--- config.mk ---
export PLATFORM = sky130hd
export DESIGN_NAME = ssr_fifo
export DESIGN_NICKNAME = d
export VERILOG_FILES = /design/src/design/ssr_fifo.sv
export SDC_FILE = /design/constraint.sdc
export NUM_CORES = 1
export LEC_CHECK = 0
export BUFFER_PORTS_ARGS = -buffer_cell sky130_fd_sc_hd__buf_2
export CAP_MARGIN = 20
export CORE_MARGIN = 10
export CORE_UTILIZATION = 48
export CTS_CLUSTER_SIZE = 24
export DETAILED_ROUTE_END_ITERATION = 10
export PLACE_DENSITY = 0.85
export SLEW_MARGIN = 30
export SYNTH_ARGS = -nofsm -noshare
export SYNTH_HDL_FRONTEND = slang
export SYNTH_SLANG_ARGS = --single-unit
--- constraint.sdc ---
create_clock -name clk -period 1.6 [get_ports clk]
set_clock_uncertainty 0.15 [all_clocks]
set_input_delay 0.08 -clock clk [delete_from_list [all_inputs] [get_ports clk]]
set_output_delay 0.08 -clock clk [all_outputs]
set_load 0.02 [all_outputs]
--- src/design/ssr_fifo.sv ---
// ----------------------------------------------------------------------------
// ssr_fifo
// Short job queue between the request front end and the pixel back end.
// ----------------------------------------------------------------------------
module ssr_fifo #(
  parameter int WIDTH = 8,
  parameter int DEPTH = 2
) (
  input  logic             clk,
  input  logic             rst,
  input  logic             push,
  input  logic [WIDTH-1:0] din,
  output logic             full,
  input  logic             pop,
  output logic [WIDTH-1:0] dout,
  output logic             empty
);

  localparam int PW = (DEPTH > 1) ? $clog2(DEPTH) : 1;
  localparam int CW = $clog2(DEPTH + 1);

  logic [WIDTH-1:0] mem [DEPTH];
  logic [PW-1:0]    wr_ptr;
  logic [PW-1:0]    rd_ptr;
  logic [CW-1:0]    count;

  assign full  = (count == CW'(DEPTH));
  assign empty = (count == '0);
  assign dout  = mem[rd_ptr];

  always_ff @(posedge clk) begin
    if (push) begin
      mem[wr_ptr] <= din;
    end
  end

  always_ff @(posedge clk) begin
    if (rst) begin
      wr_ptr <= '0;
      rd_ptr <= '0;
      count  <= '0;
    end else begin
      if (push) begin
        wr_ptr <= (wr_ptr == PW'(DEPTH - 1)) ? '0 : wr_ptr + 1'b1;
      end
      if (pop) begin
        rd_ptr <= (rd_ptr == PW'(DEPTH - 1)) ? '0 : rd_ptr + 1'b1;
      end
      if (push && !pop) begin
        count <= count + 1'b1;
      end else if (pop && !push) begin
        count <= count - 1'b1;
      end
    end
  end

  a_no_overflow: assert property (@(posedge clk) disable iff (rst)
    full && !pop |-> !push)
    else $error("queue push while full");

  a_no_underflow: assert property (@(posedge clk) disable iff (rst)
    pop |-> !empty)
    else $error("queue pop while empty");

  a_count_step: assert property (@(posedge clk) disable iff (rst)
    push && !pop |=> !empty)
    else $error("queue lost a word");

endmodule

Yosys cells after proc, flatten, opt, wreduce, memory -nomap -nowiden. Memory sizes are Yosys's and may differ from the RTL's. A register that Yosys moved wholly into a read port is not among the register bits. Index checks and enable logic that the tools add are counted.

Flip-flop bits (word level): 4. Memories kept: 1. Output and inout bits: 10. Logic and storage cells: 23. Input bits: 12. Bits in writable memories: 16.

$add $sub $neg: 4. Eq/ne operators: 1. Reductions and logical operators: 6. Muxes and demuxes: 8.

Memories: mem (words 2, width 8, read ports 1, clocked after memory_dff 1, wr ports 1, RTL line 22) `logic [WIDTH-1:0] mem [DEPTH];`.

Operators with widths (number): 1-bit two-way mux (6); 2-bit two-way mux (2); 1-bit adder (second input constant) (2); 2-bit by 1-bit adder with 2-bit output (second input constant) (1); 2-bit == test (second input constant) (1); 1-bit logical AND (2); 1-bit logical NOT (2); 2-bit logical NOT (1); 2-bit nonzero test (1); 2-bit by 1-bit subtractor with 2-bit output (second input constant) (1).

Logic depth before layout (Yosys ltp).
Word-level depth: 4. Gate-level depth with buffers: 5. Gate-level depth less buffers: 5.

Worst setup path before layout. OpenSTA, ideal clock, no wires.

Kind: register -> register. Start point: register wr_ptr. End point: memory mem[0][0] (enable). Data required time: 1.077 ns. Path buffers: 0. Clock period less this slack: 1.238 ns. Stages on the path, launching flop included: 2. Slack: 0.362 ns. Arrival time: 0.715 ns. Setup time: 0.373 ns. Cell sequence: dfxtp_1 > nor2b_1.

RTL lines: from (decl) (RTL line 23) `logic [PW-1:0] wr_ptr;`; from (signal assigned) (RTL line 44) `wr_ptr <= (wr_ptr == PW'(DEPTH - 1)) ? '0 : wr_ptr + 1'b1;`; to (decl) (RTL line 22).

Straight into the memory's write port.

==> reports/qor.txt <==
status = finished, final reports clean
drt first pass iters = 2
Starting Density = 0.514
leakage = 0.424 nW
final hold vios = 0
WL per Instance = 14.4 um
Gate Count Post-Synth = 47
# DRC = 0
Slew Viols, Final = 0
most common cell in the netlist = edfxtp_1
final setup margin = 107 ps
GR Util All Layers = 0.0899
arrival time worst endpoint = 1260 ps
Post-synth EDFFs = 16
P per Cell Area = 1040 nW/um2
share of layout cells above drive strength 1 = 0.422
Die ar. = 3650 um2
die height = 60.4 um
crit path kind = reg2out
# diodes = 0
Synth top area share = 0.613
CP Buf/Inv Count = 1
area delta synth->final = 33.9%
worst skew pair latency = 290 ps
crit-path max FO = 8
CTS root buf = clkbuf_4
asr flop ratio synth = 0
period utilisation layout = 0.933
detailed placer's ending HPWL = 1050 um
CP Data Required Time = 1370 ps
Max Freq = 670 MHz
CTS tree = yes
Detail Route Antenna Nets = 0
Yosys warnings = 0
vias per std cell = 4.75
top post-synthesis cells by count = edfxtp_1, mux2_2, dfxtp_1, nor2_1
worst slack, placed = 306 ps
#FFs+latches synth = 21
die width = 60.4 um
RSZ-0062 raised after global routing = no
relative slew slack = 0.743
sequential area share after synthesis = 0.741
TritonCTS buffer count = 3
cell taking the most area after synthesis = edfxtp_1
IO Port Bufs = 21
I/O pin total = 22
vias in the first global route = 523
Crit. End Element = primary output
min-delay worst type = in2reg
crit path time final = 1490 ps
synthesized area per cell = 16.7 um2
Area contributors post-synth = edfxtp_1, dfxtp_1, mux2_2, nor2_1, xnor2_1
synthesized cell area = 783 um2
clk slew on worst S/H paths = 110 ps
crit path max-delay cell type = dfxtp_2
drt total wl = 1430 um
count of final setup violators = 0
initial antenna violation count = 0
Top FF cell, synth = edfxtp_1
setup_tns = 0 ps
Hold Startpoint = din[0]
Core ar. = 1520 um2
first-pass GRT wire length = 2350 um
nets@finish = 97
Worst R2R Start = wr_ptr$_SDFFE_PP0P_
maximum vdd drop = 0.648 mV
num rows = 14
post-synth cell types = 15
max cap viols = 0
H-Tree Depth = 1
crit path cell chain = mux2_2 > buf_2
Startpoint Class = flop
clock buffer depth = 2
max incr delay on CP = 450 ps
via count = 470
Synth Net Count = 60
largest net degree at the start of global routing = 12
grt ovf = 0
Worst Tran Pin Value = 385 ps
# clock sinks = 21
Top delay family on crit path = flip-flops
DR iter-0 viols = 7
routability cong. = 0.609
[worst paths after layout]
path / endpoint / slack, ps / depth (start not counted)
worst max register to register: mem[1][0]$_DFFE_PP_ / 360 / 1
worst max-delay path: dout[5] / 110 / 2
worst min register to register: count[1]$_SDFFE_PP0P_ / 360 / 2
worst min-delay path: mem[1][0]$_DFFE_PP_ / 350 / 2
[state kept, by name (all words and copies together), names as in the netlist, named ones only]
name and cells:
count 2, mem 16, rd_ptr 1, wr_ptr 1
[final cells by class]
| class | count | area, um2 |
|---|---|---|
| multi-input combinational | 24 | 194 |
| sequential | 21 | 582 |
| timing repair buffer | 33 | 223 |
| clock buffer | 4 | 26.3 |
| fill | 120 | 475 |
| tap | 16 | 20.0 |
| inverter | 1 | 3.75 |
[layer usage]
metal  up-vias  routed length [um]  GRT usage
li1        240                   -          -
met2        15                 717      0.146
met1       211                 545     0.0855
met3         4                 134     0.0459
met4         0                  28     0.0673
met5         -                   0          0
[layout by cell type, fill, tap and decap left out, types with 2 or more instances in the layout]
cell and instances:
xor2_1 2, nor2_1 5, dfxtp_1 4, buf_2 21, edfxtp_1 16, xnor2_1 2
mux2_2 8, clkbuf_4 3, dlygate4sd3_1 11
[through the flow]
stage | total power, mW | hold WS [ps] | instances | utilization | area, um2
finish | 1.09 | 352 | 99 | 0.688 | 1050
global route | 1.14 | 340 | 99 | 0.688 | 1050
CTS | 1.11 | 337 | 99 | 0.688 | 1050
detailed placement | 0.842 | 123 | 84 | 0.598 | 911
global placement | 0.834 | 120 | 84 | 0.598 | 911
floorplan | 0.775 | -0.934 | 47 | - | 783
[where the power goes]
part           internal [mW]  switching (mW)  leakage, nW  total [mW]
Sequential             0.630          0.0238        0.192       0.654
Clock                 0.0971           0.145       0.0150       0.242
Combinational         0.0952          0.0971        0.217       0.192
Total                  0.822           0.266        0.424        1.09
[cells by family (layout without fill, tap and decap cells)]
logic type / count (synthesis) / after routing / synth area share
flops: 21 / 21 / 0.741
simple gates: 9 / 9 / 0.0591
mux: 8 / 8 / 0.115
xor+xnor: 4 / 4 / 0.0447
compound gates: 2 / 2 / 0.0128
buf+inv: 2 / 38 / 0.0112
fa+ha+maj: 1 / 1 / 0.0160
[repair_timing]
action	4_1_cts	5_1_grt
hold endpoints to repair	21	0
resized for setup	1	0
endpoints found under the setup margin	8	0
hold buffers	11	0
buffers inserted	0	0
(Power assumes the default switching activity.)
