**src/design/ssr_pkg.sv**
```systemverilog
// ----------------------------------------------------------------------------
// ssr_pkg
// Shared constants, request codes, job and state types of the sprite
// scanline renderer.
// ----------------------------------------------------------------------------
package ssr_pkg;

  localparam int PATTERN_BYTES    = 8192;
  localparam int PAT_PLANE_DEPTH  = PATTERN_BYTES / 2;
  localparam int PAT_PLANE_AW     = $clog2(PAT_PLANE_DEPTH);
  localparam int SPRITE_COUNT_DEF = 64;
  localparam int QUEUE_DEPTH_DEF  = 2;
  localparam int SPRITE_LANES     = 4;

  localparam logic [1:0] REQ_WR_PATTERN = 2'd0;
  localparam logic [1:0] REQ_WR_SPRITE  = 2'd1;
  localparam logic [1:0] REQ_RENDER     = 2'd2;

  localparam logic [1:0] LANE_YPOS = 2'd0;
  localparam logic [1:0] LANE_TILE = 2'd1;
  localparam logic [1:0] LANE_ATTR = 2'd2;
  localparam logic [1:0] LANE_XPOS = 2'd3;

  localparam int ATTR_FLIP_BIT = 6;

  // one sprite row waiting for its pattern fetch
  typedef struct packed {
    logic [PAT_PLANE_AW-1:0] row_addr;  // {table, tile, row}
    logic [1:0]              pal;
    logic                    flip;
    logic [7:0]              xpos;
  } ssr_job_t;

  typedef struct packed {
    logic                    en;
    logic                    plane;
    logic [PAT_PLANE_AW-1:0] addr;
    logic [7:0]              data;
  } ssr_pat_wr_t;

  typedef enum logic {
    F_IDLE,
    F_CHECK
  } ssr_fstate_t;

  typedef enum logic [1:0] {
    B_IDLE,
    B_FETCH,
    B_EMIT
  } ssr_bstate_t;

endpackage

```
**src/design/ssr_if.sv**
```systemverilog
// ----------------------------------------------------------------------------
// ssr_if
// Channel interfaces: request words, pixel words and the config write.
// ----------------------------------------------------------------------------
interface ssr_req_if;
  logic       valid;
  logic       ready;
  logic [1:0] req_type;
  logic [12:0] write_addr;
  logic [7:0] write_data;
  logic [5:0] sprite_index;
  logic [8:0] scanline;

  modport source (
    output valid, req_type, write_addr, write_data, sprite_index, scanline,
    input  ready
  );
  modport sink (
    input  valid, req_type, write_addr, write_data, sprite_index, scanline,
    output ready
  );
endinterface


interface ssr_cfg_if;
  logic valid;
  logic ready;
  logic pattern_table_select;

  modport source (
    output valid, pattern_table_select,
    input  ready
  );
  modport sink (
    input  valid, pattern_table_select,
    output ready
  );
endinterface

```
**src/design/ssr_ram.sv**
```systemverilog
// ----------------------------------------------------------------------------
// ssr_ram
// Generic single-write, single-read RAM with registered read data.
// ----------------------------------------------------------------------------
module ssr_ram #(
  parameter int WIDTH = 8,
  parameter int DEPTH = 64
) (
  input  logic                     clk,
  input  logic                     we,
  input  logic [$clog2(DEPTH)-1:0] waddr,
  input  logic [WIDTH-1:0]         wdata,
  input  logic                     re,
  input  logic [$clog2(DEPTH)-1:0] raddr,
  output logic [WIDTH-1:0]         rdata
);

  logic [WIDTH-1:0] mem [DEPTH];

  always_ff @(posedge clk) begin
    if (we) begin
      mem[waddr] <= wdata;
    end
    if (re) begin
      rdata <= mem[raddr];
    end
  end

endmodule

```
**src/design/ssr_front.sv**
```systemverilog
// ----------------------------------------------------------------------------
// ssr_front
// Request front end: loads both stores, reads the sprite entry of a render
// word, tests the scanline and queues a row job on a hit.
// ----------------------------------------------------------------------------
module ssr_front #(
  parameter int SPRITE_COUNT = 64
) (
  input  logic                   clk,
  input  logic                   rst,
  ssr_req_if.sink                req,
  ssr_cfg_if.sink                cfg,
  output ssr_pkg::ssr_pat_wr_t   pat_wr,
  output logic                   q_push,
  output ssr_pkg::ssr_job_t      q_job,
  input  logic                   q_full,
  input  logic                   q_empty
);

  import ssr_pkg::*;

  localparam int IW        = $clog2(SPRITE_COUNT);
  localparam int SPR_BYTES = SPRITE_COUNT * SPRITE_LANES;

  ssr_fstate_t state;
  ssr_fstate_t state_next;

  logic       table_sel;
  logic [8:0] scanline_q;
  logic       accept;
  logic       spr_re;
  logic [SPRITE_LANES-1:0] lane_we;
  logic [7:0] spr_rd [SPRITE_LANES];
  logic [9:0] diff;
  logic       hit;

  assign accept = req.valid && req.ready;

  assign diff = {1'b0, scanline_q} - {2'b00, spr_rd[LANE_YPOS]};
  assign hit  = !diff[9] && (diff[8:3] == '0);

  assign q_job.row_addr = {table_sel, spr_rd[LANE_TILE], diff[2:0]};
  assign q_job.pal      = spr_rd[LANE_ATTR][1:0];
  assign q_job.flip     = spr_rd[LANE_ATTR][ATTR_FLIP_BIT];
  assign q_job.xpos     = spr_rd[LANE_XPOS];

  assign cfg.ready = 1'b1;

  // pattern writes wait until no queued job still has to read pattern memory
  assign req.ready = (state == F_IDLE) && ((req.req_type != REQ_WR_PATTERN) || q_empty);

  always_comb begin
    state_next = state;
    case (state)
      F_IDLE: begin
        if (spr_re) begin
          state_next = F_CHECK;
        end
      end
      F_CHECK: begin
        if (!hit || !q_full) begin
          state_next = F_IDLE;
        end
      end
      default: state_next = F_IDLE;
    endcase
  end

  always_comb begin
    pat_wr.en    = 1'b0;
    pat_wr.plane = req.write_addr[3];
    pat_wr.addr  = {req.write_addr[12:4], req.write_addr[2:0]};
    pat_wr.data  = req.write_data;
    lane_we      = '0;
    spr_re       = 1'b0;
    q_push       = 1'b0;
    case (state)
      F_IDLE: begin
        if (accept) begin
          case (req.req_type)
            REQ_WR_PATTERN: pat_wr.en = 1'b1;
            REQ_WR_SPRITE: begin
              if (req.write_addr < 13'(SPR_BYTES)) begin
                lane_we[req.write_addr[1:0]] = 1'b1;
              end
            end
            REQ_RENDER: spr_re = ({1'b0, req.sprite_index} < 7'(SPRITE_COUNT));
            default: ;
          endcase
        end
      end
      F_CHECK: q_push = hit && !q_full;
      default: ;
    endcase
  end

  always_ff @(posedge clk) begin
    if (rst) begin
      state     <= F_IDLE;
      table_sel <= 1'b0;
    end else begin
      state <= state_next;
      if (cfg.valid && cfg.ready) begin
        table_sel <= cfg.pattern_table_select;
      end
    end
  end

  always_ff @(posedge clk) begin
    if (spr_re) begin
      scanline_q <= req.scanline;
    end
  end

  for (genvar i = 0; i < SPRITE_LANES; i++) begin : g_lane
    ssr_ram #(
      .WIDTH(8),
      .DEPTH(SPRITE_COUNT)
    ) u_spr_ram (
      .clk  (clk),
      .we   (lane_we[i]),
      .waddr(req.write_addr[IW+1:2]),
      .wdata(req.write_data),
      .re   (spr_re),
      .raddr(req.sprite_index[IW-1:0]),
      .rdata(spr_rd[i])
    );
  end

  a_push_from_check: assert property (@(posedge clk) disable iff (rst)
    q_push |-> state == F_CHECK)
    else $error("job pushed outside the check cycle");

  a_pat_wr_quiet: assert property (@(posedge clk) disable iff (rst)
    pat_wr.en |-> q_empty)
    else $error("pattern write while a job is pending");

  a_check_follows_read: assert property (@(posedge clk) disable iff (rst)
    spr_re |=> state == F_CHECK)
    else $error("sprite read not followed by check");

  a_check_blocks: assert property (@(posedge clk) disable iff (rst)
    state == F_CHECK |-> !req.ready)
    else $error("request taken during check");

endmodule

```
**src/flat_wrapper.sv**
```systemverilog
// flat-port wrapper written by rule: the top's interface ports become plain ports
module ssr_front_flat import ssr_pkg::*;
#(
  parameter int SPRITE_COUNT = 64
)
  (clk, rst, pat_wr, q_push, q_job, q_full, q_empty, req_valid, req_req_type, req_write_addr, req_write_data, req_sprite_index, req_scanline, req_ready, cfg_valid, cfg_pattern_table_select, cfg_ready);
  ssr_req_if req_i ();
  ssr_cfg_if cfg_i ();
  input  logic clk;
  input  logic rst;
  output ssr_pkg::ssr_pat_wr_t pat_wr;
  output logic q_push;
  output ssr_pkg::ssr_job_t q_job;
  input  logic q_full;
  input  logic q_empty;
  input wire logic [$bits(req_i.valid)-1:0] req_valid;
  input wire logic [$bits(req_i.req_type)-1:0] req_req_type;
  input wire logic [$bits(req_i.write_addr)-1:0] req_write_addr;
  input wire logic [$bits(req_i.write_data)-1:0] req_write_data;
  input wire logic [$bits(req_i.sprite_index)-1:0] req_sprite_index;
  input wire logic [$bits(req_i.scanline)-1:0] req_scanline;
  output wire logic [$bits(req_i.ready)-1:0] req_ready;
  input wire logic [$bits(cfg_i.valid)-1:0] cfg_valid;
  input wire logic [$bits(cfg_i.pattern_table_select)-1:0] cfg_pattern_table_select;
  output wire logic [$bits(cfg_i.ready)-1:0] cfg_ready;
  assign req_i.valid = req_valid;
  assign req_i.req_type = req_req_type;
  assign req_i.write_addr = req_write_addr;
  assign req_i.write_data = req_write_data;
  assign req_i.sprite_index = req_sprite_index;
  assign req_i.scanline = req_scanline;
  assign req_ready = req_i.ready;
  assign cfg_i.valid = cfg_valid;
  assign cfg_i.pattern_table_select = cfg_pattern_table_select;
  assign cfg_ready = cfg_i.ready;
  ssr_front #(.SPRITE_COUNT(SPRITE_COUNT)) u_core (.clk(clk), .rst(rst), .req(req_i), .cfg(cfg_i), .pat_wr(pat_wr), .q_push(q_push), .q_job(q_job), .q_full(q_full), .q_empty(q_empty));
endmodule
```
**config.mk**
```make
export PLATFORM = sky130hd
export DESIGN_NAME = ssr_front_flat
export DESIGN_NICKNAME = d
export VERILOG_FILES = /design/src/design/ssr_pkg.sv /design/src/design/ssr_if.sv /design/src/design/ssr_ram.sv /design/src/design/ssr_front.sv /design/src/flat_wrapper.sv
export SDC_FILE = /design/constraint.sdc
export NUM_CORES = 2
export LEC_CHECK = 0
export ABC_CLOCK_PERIOD_IN_PS = 5600
export BUFFER_PORTS_ARGS = -buffer_cell sky130_fd_sc_hd__buf_4
export CORE_ASPECT_RATIO = 2
export CORE_MARGIN = 5
export CORE_UTILIZATION = 62
export CTS_CLUSTER_SIZE = 16
export DETAILED_ROUTE_END_ITERATION = 16
export PLACE_DENSITY = 0.8
export SETUP_SLACK_MARGIN = 0.02
export SLEW_MARGIN = 25
export SYNTH_ARGS = -nofsm -noshare
export SYNTH_HDL_FRONTEND = slang
export SYNTH_SLANG_ARGS = --single-unit
```
**constraint.sdc**
```tcl
create_clock -name clk -period 5.6 [get_ports clk]
set_input_delay 0 -clock clk [delete_from_list [all_inputs] [get_ports clk]]
set_output_delay 0 -clock clk [all_outputs]
set_load 0.02 [all_outputs]
```
# Yosys cells after proc, flatten, opt, wreduce, memory -nomap -nowiden
# Memory sizes are Yosys's and may differ from the RTL's. A register that Yosys moved wholly into a read port is not among the register bits.
# Cells that the tools add are included.
# totals
ff_bits,11
latchBits,0
ram_bits,2048
mem_bits_ro,0
inputBits,45
output_inout_bits,48
elab_cells,51
n_memories,4
# op_classes
n_addsub,1
multipliers,0
n_div,0
order_cmp,3
n_eq_ne,2
n_shift,0
muxes,24
bitwise_logic,1
n_reduce_logical,13
# mem_list
memory,depth,width,read_ports,rd_clocked_by_memory_dff,write_ports,line_no,text
u_core.g_lane[0].u_spr_ram.mem,64,8,1,1,1,ssr_ram.sv:18,logic [WIDTH-1:0] mem [DEPTH];
u_core.g_lane[1].u_spr_ram.mem,64,8,1,1,1,ssr_ram.sv:18,
u_core.g_lane[2].u_spr_ram.mem,64,8,1,1,1,ssr_ram.sv:18,
u_core.g_lane[3].u_spr_ram.mem,64,8,1,1,1,ssr_ram.sv:18,
# op_table
op,count
two-way mux 1 bit,18
two-way mux 4 bit,4
< comparator 13 x 9 -> 1 bit (second input constant),1
subtractor 9 x 8 -> 10 bit,1
zero test 6 bit,1
logical AND 1 bit,5
zero test 1 bit,3
< comparator 2 x 3 -> 1 bit (second input constant),1
demux 1 bit (select 2 bit),1
== test 2 x 1 -> 1 bit (second input constant),1
== test 2 bit (second input constant),1
>= comparator 2 x 1 -> 1 bit (second input constant),1
zero test 2 bit,1
logical OR 1 bit,2
case mux 1 bit (2 select lines),1
nonzero test 2 bit,1
inverter 1 bit,1

# Longest topological paths before layout
# logic_depth
ltp_word,10
ltp_mapped,9
depth_no_buf,9

# Modules after synthesis
# Synthesis repeated with hierarchy kept, for this count alone.
# hier_totals
cells_unflattened,3874
area_unflattened_um2,82028.7
# by_module_without_submodules
mod,instances,cells_per_inst,area_per_inst_um2,seq_area_each_um2
ssr_ram,4,940,20246.9,15615.0
ssr_front,1,114,1041.0,310.3

# Least setup slack after synthesis
# No wires, ideal clock.
# synth_path
path_type,register to register
start,reg u_core.state
end,reg u_core.g_lane[0].u_spr_ram.rdata[0] (read register of u_core.g_lane[0].u_spr_ram.mem) (enable)
setup_time_ps,524
arrival_ps,3910
t_required_ps,5076
path_slack_ps,1166
path_stages_with_launch,2
path_buffers,0
synth_period_minus_slack_ps,4434
cell_sequence,dfxtp_1 nor4bb_1
# synth_between
elab_chain_len,5
# synth_lines
element,line_no,text
"start, declared",ssr_front.sv:25,ssr_fstate_t state;
"start signal, assigned",ssr_front.sv:102,state <= state_next;
inverter 1 bit,ssr_front.sv:50,assign req.ready = (state == F_IDLE) && ((req.req_type != REQ_WR_PATTERN) || q_empty);
logical AND 1 bit,ssr_front.sv:50,
logical AND 1 bit,ssr_front.sv:37,assign accept = req.valid && req.ready;
two-way mux 1 bit,ssr_front.sv:79,if (accept) begin
two-way mux 1 bit (*),ssr_front.sv:77,case (state)
named net u_core.g_lane[0].u_spr_ram.re,ssr_ram.sv:13,"input logic re,"
"end, declared",ssr_ram.sv:15,output logic [WIDTH-1:0] rdata
# Mark *: on every way through the listed nets, which the timed path passes. The rest lies on a longest branch.
# A chain may end at the register's enable or synchronous reset.

# Final worst setup path
# layout_path
start,reg u_core.state
end,mem u_core.g_lane[3].u_spr_ram.mem[34][6] (enable)
# layout_between
elab_chain_len,7
# layout_lines
element,line_no,text
inverter 1 bit,ssr_front.sv:50,
logical AND 1 bit,ssr_front.sv:50,
logical AND 1 bit,ssr_front.sv:37,
two-way mux 4 bit,ssr_front.sv:79,
two-way mux 4 bit (*),ssr_front.sv:77,
two-way mux 1 bit (*),ssr_ram.sv:21,if (we) begin
two-way mux 1 bit (implied by the code) (*),ssr_ram.sv:22,mem[waddr] <= wdata;
"end, declared",ssr_ram.sv:18,
# Every way passes the cells marked *; elsewhere a longest branch is shown, timed or not.

==> flow_summary.yaml <==
sta:
  fmax_ghz: 0.292
  skew_ns: 0.0343
  tightest_slew_ns: 1.13
  finalCritPeriodShare_pct: 61.1
  rsz0062_at_grt: "false"
  final.min_clock_period_ns: 3.42
  hold_viol: 0
  setup_tns_ns: 0
  relSlewSlack_pct: 25.0
  setup_viol: 0
  slew_viol_final: 0
  setup_slack_ns: 2.18
floorplan:
  dieArea_um2: 118000
  num_rows: 173
  die_width_um: 246
  initial_utilization_pct: 62.2
  io_pins: 93
  die_h_um: 481
  design.core.area_um2: 111000
worst_setup_path:
  worstPathArrival_ns: 3.83
  critical_path_class: "reg2reg"
  critical_path.max_fanout: 45
  endpoint_kind: "register"
  cp_data_required_time_ns: 6.00
  crit_path_start_kind: "register"
flow_run:
  drv_cap: 0
synth:
  synth_cell_types: 42
  synth_area_per_cell_um2: 21.9
  synth_warnings: 0
  synth_area_leaders: "edfxtp_1 77%, mux4_2 16%, nor2_1 1.5%, mux2i_1 0.55%, buf_4 0.47%"
  synth_most_common_cell: "edfxtp_1"
  synthFlopType: "edfxtp_1"
  synthArstFlopShare_pct: 0
  ys_seq_area_share_pct: 76.9
  syn_inst: 3140
  netlist.area_leader.share_pct: 76.9
  yosys.area.top_type: "edfxtp_1"
  synth_area_um2: 68900
  synth_edf_count: 1764
  syn_nets: 3194
  synth-seq-cells: 1766
  ys_top_cells_by_count: "1764 x edfxtp_1, 503 x mux4_2, 276 x nor2_1"
routing:
  drt-pass1-iter-count: 13
  wl_per_cell_um: 37.7
  postRouteAntennaNets: 0
  vias: 34624
  routed_wl_mm: 183
  vias_per_cell: 7.13
  drt_iter0_drc: 5171
  drc: 0
global_route:
  grt_max_degree: 214
  overflow: 0
  antenna_found_initial: 2
  grtUsageTotal_pct: 31.5
  grt_pass1_wl_mm: 261
  grt_pass1_vias: 35420
placed_design:
  post-place-ws_ns: 1.84
  dp.final_hpwl_mm: 110
  io_buffers: 91
  gp_congestion: 0.923
clocking:
  cts_tree: "built"
  clk_path_buf_depth: 3
  hold_buffers: 35
  clk_latency_ns: 0.80
  htree_levels: 4
  cts-root-buf: "clkbuf_16"
  cts_resized: 0
  clk_pin_slew_ns: 0.07
  cts_made_buffers: 143
  cts.sinks: 1766
  cts_setup_buffers: 0
outcome:
  status: "finished clean"
final_layout:
  area_growth_syn_to_layout_pct: 10.2
  fill_cells: 6368
  nNetsFinal: 3317
  drive_gt1_share_pct: 25.5
  final_core_util_pct: 68.5
power_and_ir_drop:
  powerDensity_nw_per_um2: 339
  ir_drop_uv: 324
  leakage_nw: 23.2
worst_hold_path:
  holdCritPathClass: "in2reg"
## routing by layer
layer / track usage [%] / share of wire, % / routed length [um] / up-vias
met5: 0 / 0.0071 / 13 / -
met4: 21.0 / 9.0 / 16600 / 2
met3: 6.25 / 9.4 / 17300 / 656
met2: 52.5 / 51 / 93600 / 2781
met1: 37.5 / 30 / 55800 / 17922
li1: - / - / - / 13263
## cell families after synthesis
group           count (synthesis)  share of synthesized area (%)
flops                        1766                           76.9
mux                           542                           17.0
simple gates                  470                           3.00
buf+inv                       217                           1.58
compound gates                129                           1.23
fa+ha+maj                       9                          0.174
xor+xnor                        6                         0.0763
other cells                     1                        0.00544
## sequential cells by signal, summed over array words and instances (netlist names)
register and flops:
u_core.g_lane.u_spr_ram.mem 1728, u_core.g_lane.u_spr_ram.rdata 27, u_core.scanline_q 9, u_core.state 1, u_core.table_sel 1
## placed cells by master (no fill, tap or decap), drive strengths merged, types with 2 or more instances in the layout
| master | Yosys | layout |
|---|---|---|
| edfxtp | 1764 | 1764 |
| mux4 | 503 | 503 |
| nor2 | 276 | 276 |
| clkbuf | 85 | 173 |
| buf | 120 | 148 |
| nand2 | 72 | 72 |
| clkinv | 0 | 52 |
| a21oi | 43 | 43 |
| nor2b | 41 | 41 |
| mux2i | 38 | 38 |
| a211oi | 37 | 37 |
| dlygate4sd3 | 0 | 35 |
| nor3 | 34 | 34 |
| o22ai | 28 | 28 |
| inv | 12 | 24 |
| nor3b | 22 | 22 |
| clkinvlp | 0 | 9 |
| ha | 8 | 8 |
| bufinv | 0 | 7 |
| a22o | 6 | 6 |
| a221o | 6 | 6 |
| nand2b | 6 | 6 |
| xnor2 | 4 | 4 |
| or2 | 3 | 3 |
| and3 | 3 | 3 |
| and3b | 3 | 3 |
| o21ai | 3 | 3 |
| nand3 | 3 | 3 |
| nand3b | 2 | 2 |
| a21o | 2 | 2 |
| xor2 | 2 | 2 |
| dfxtp | 2 | 2 |
| nor4 | 2 | 2 |
## critical path, stage by stage (launching register included)
cell and delay [ns]:
dfxtp_1 0.35, nand3b_1 0.18, nor4_2 0.61, nand3_4 0.68, buf_4 0.51, nor2_1 0.62
## area by class of cell
type | instances | area [um2] | share of cell area, %
flip-flops and latches | 1766 | 53000 | 69.8
multi-input cells | 1157 | 14900 | 19.6
repair buffers | 183 | 1740 | 2.30
inverters | 12 | 45.0 | 0.0593
clock buffers | 173 | 3750 | 4.94
well taps | 1487 | 1860 | 2.45
clock inverters | 80 | 661 | 0.870
diodes | 1 | 2.50 | 0.00329
## final timing paths
check | from | to | slack [ns] | cells past startpoint
max | u_core.state | u_core.g_lane[3].u_spr_ram.mem[34][6] | 2.18 | 5
min | req_valid | u_core.g_lane[0].u_spr_ram.rdata[5] | 0.10 | 3
max reg2reg | u_core.state | u_core.g_lane[3].u_spr_ram.mem[34][6] | 2.18 | 5
min reg2reg | u_core.g_lane[1].u_spr_ram.mem[15][3] | u_core.g_lane[1].u_spr_ram.rdata[3] | 1.06 | 3
## through the flow
step	std cells	total power, mW	hold WS, ns	area [um2]
CTS	4855	25.7	0.0779	75800
global route	4859	26.4	0.0905	76000
detailed placement	4567	16.2	0.180	71100
finish	4859	25.7	0.101	76000
floorplan	3140	15.6	0.0724	68900
global placement	4565	16.1	0.180	71000
## report_power, final
part / internal (mW) / leakage [nW] / switching [mW]
sequential: 14.5 / 15.9 / 0.00976
clock: 5.15 / 2.13 / 4.64
combinational: 0.523 / 5.16 / 0.849
total: 20.2 / 23.2 / 5.50
Note: power is estimated with default switching activity, not from simulation.
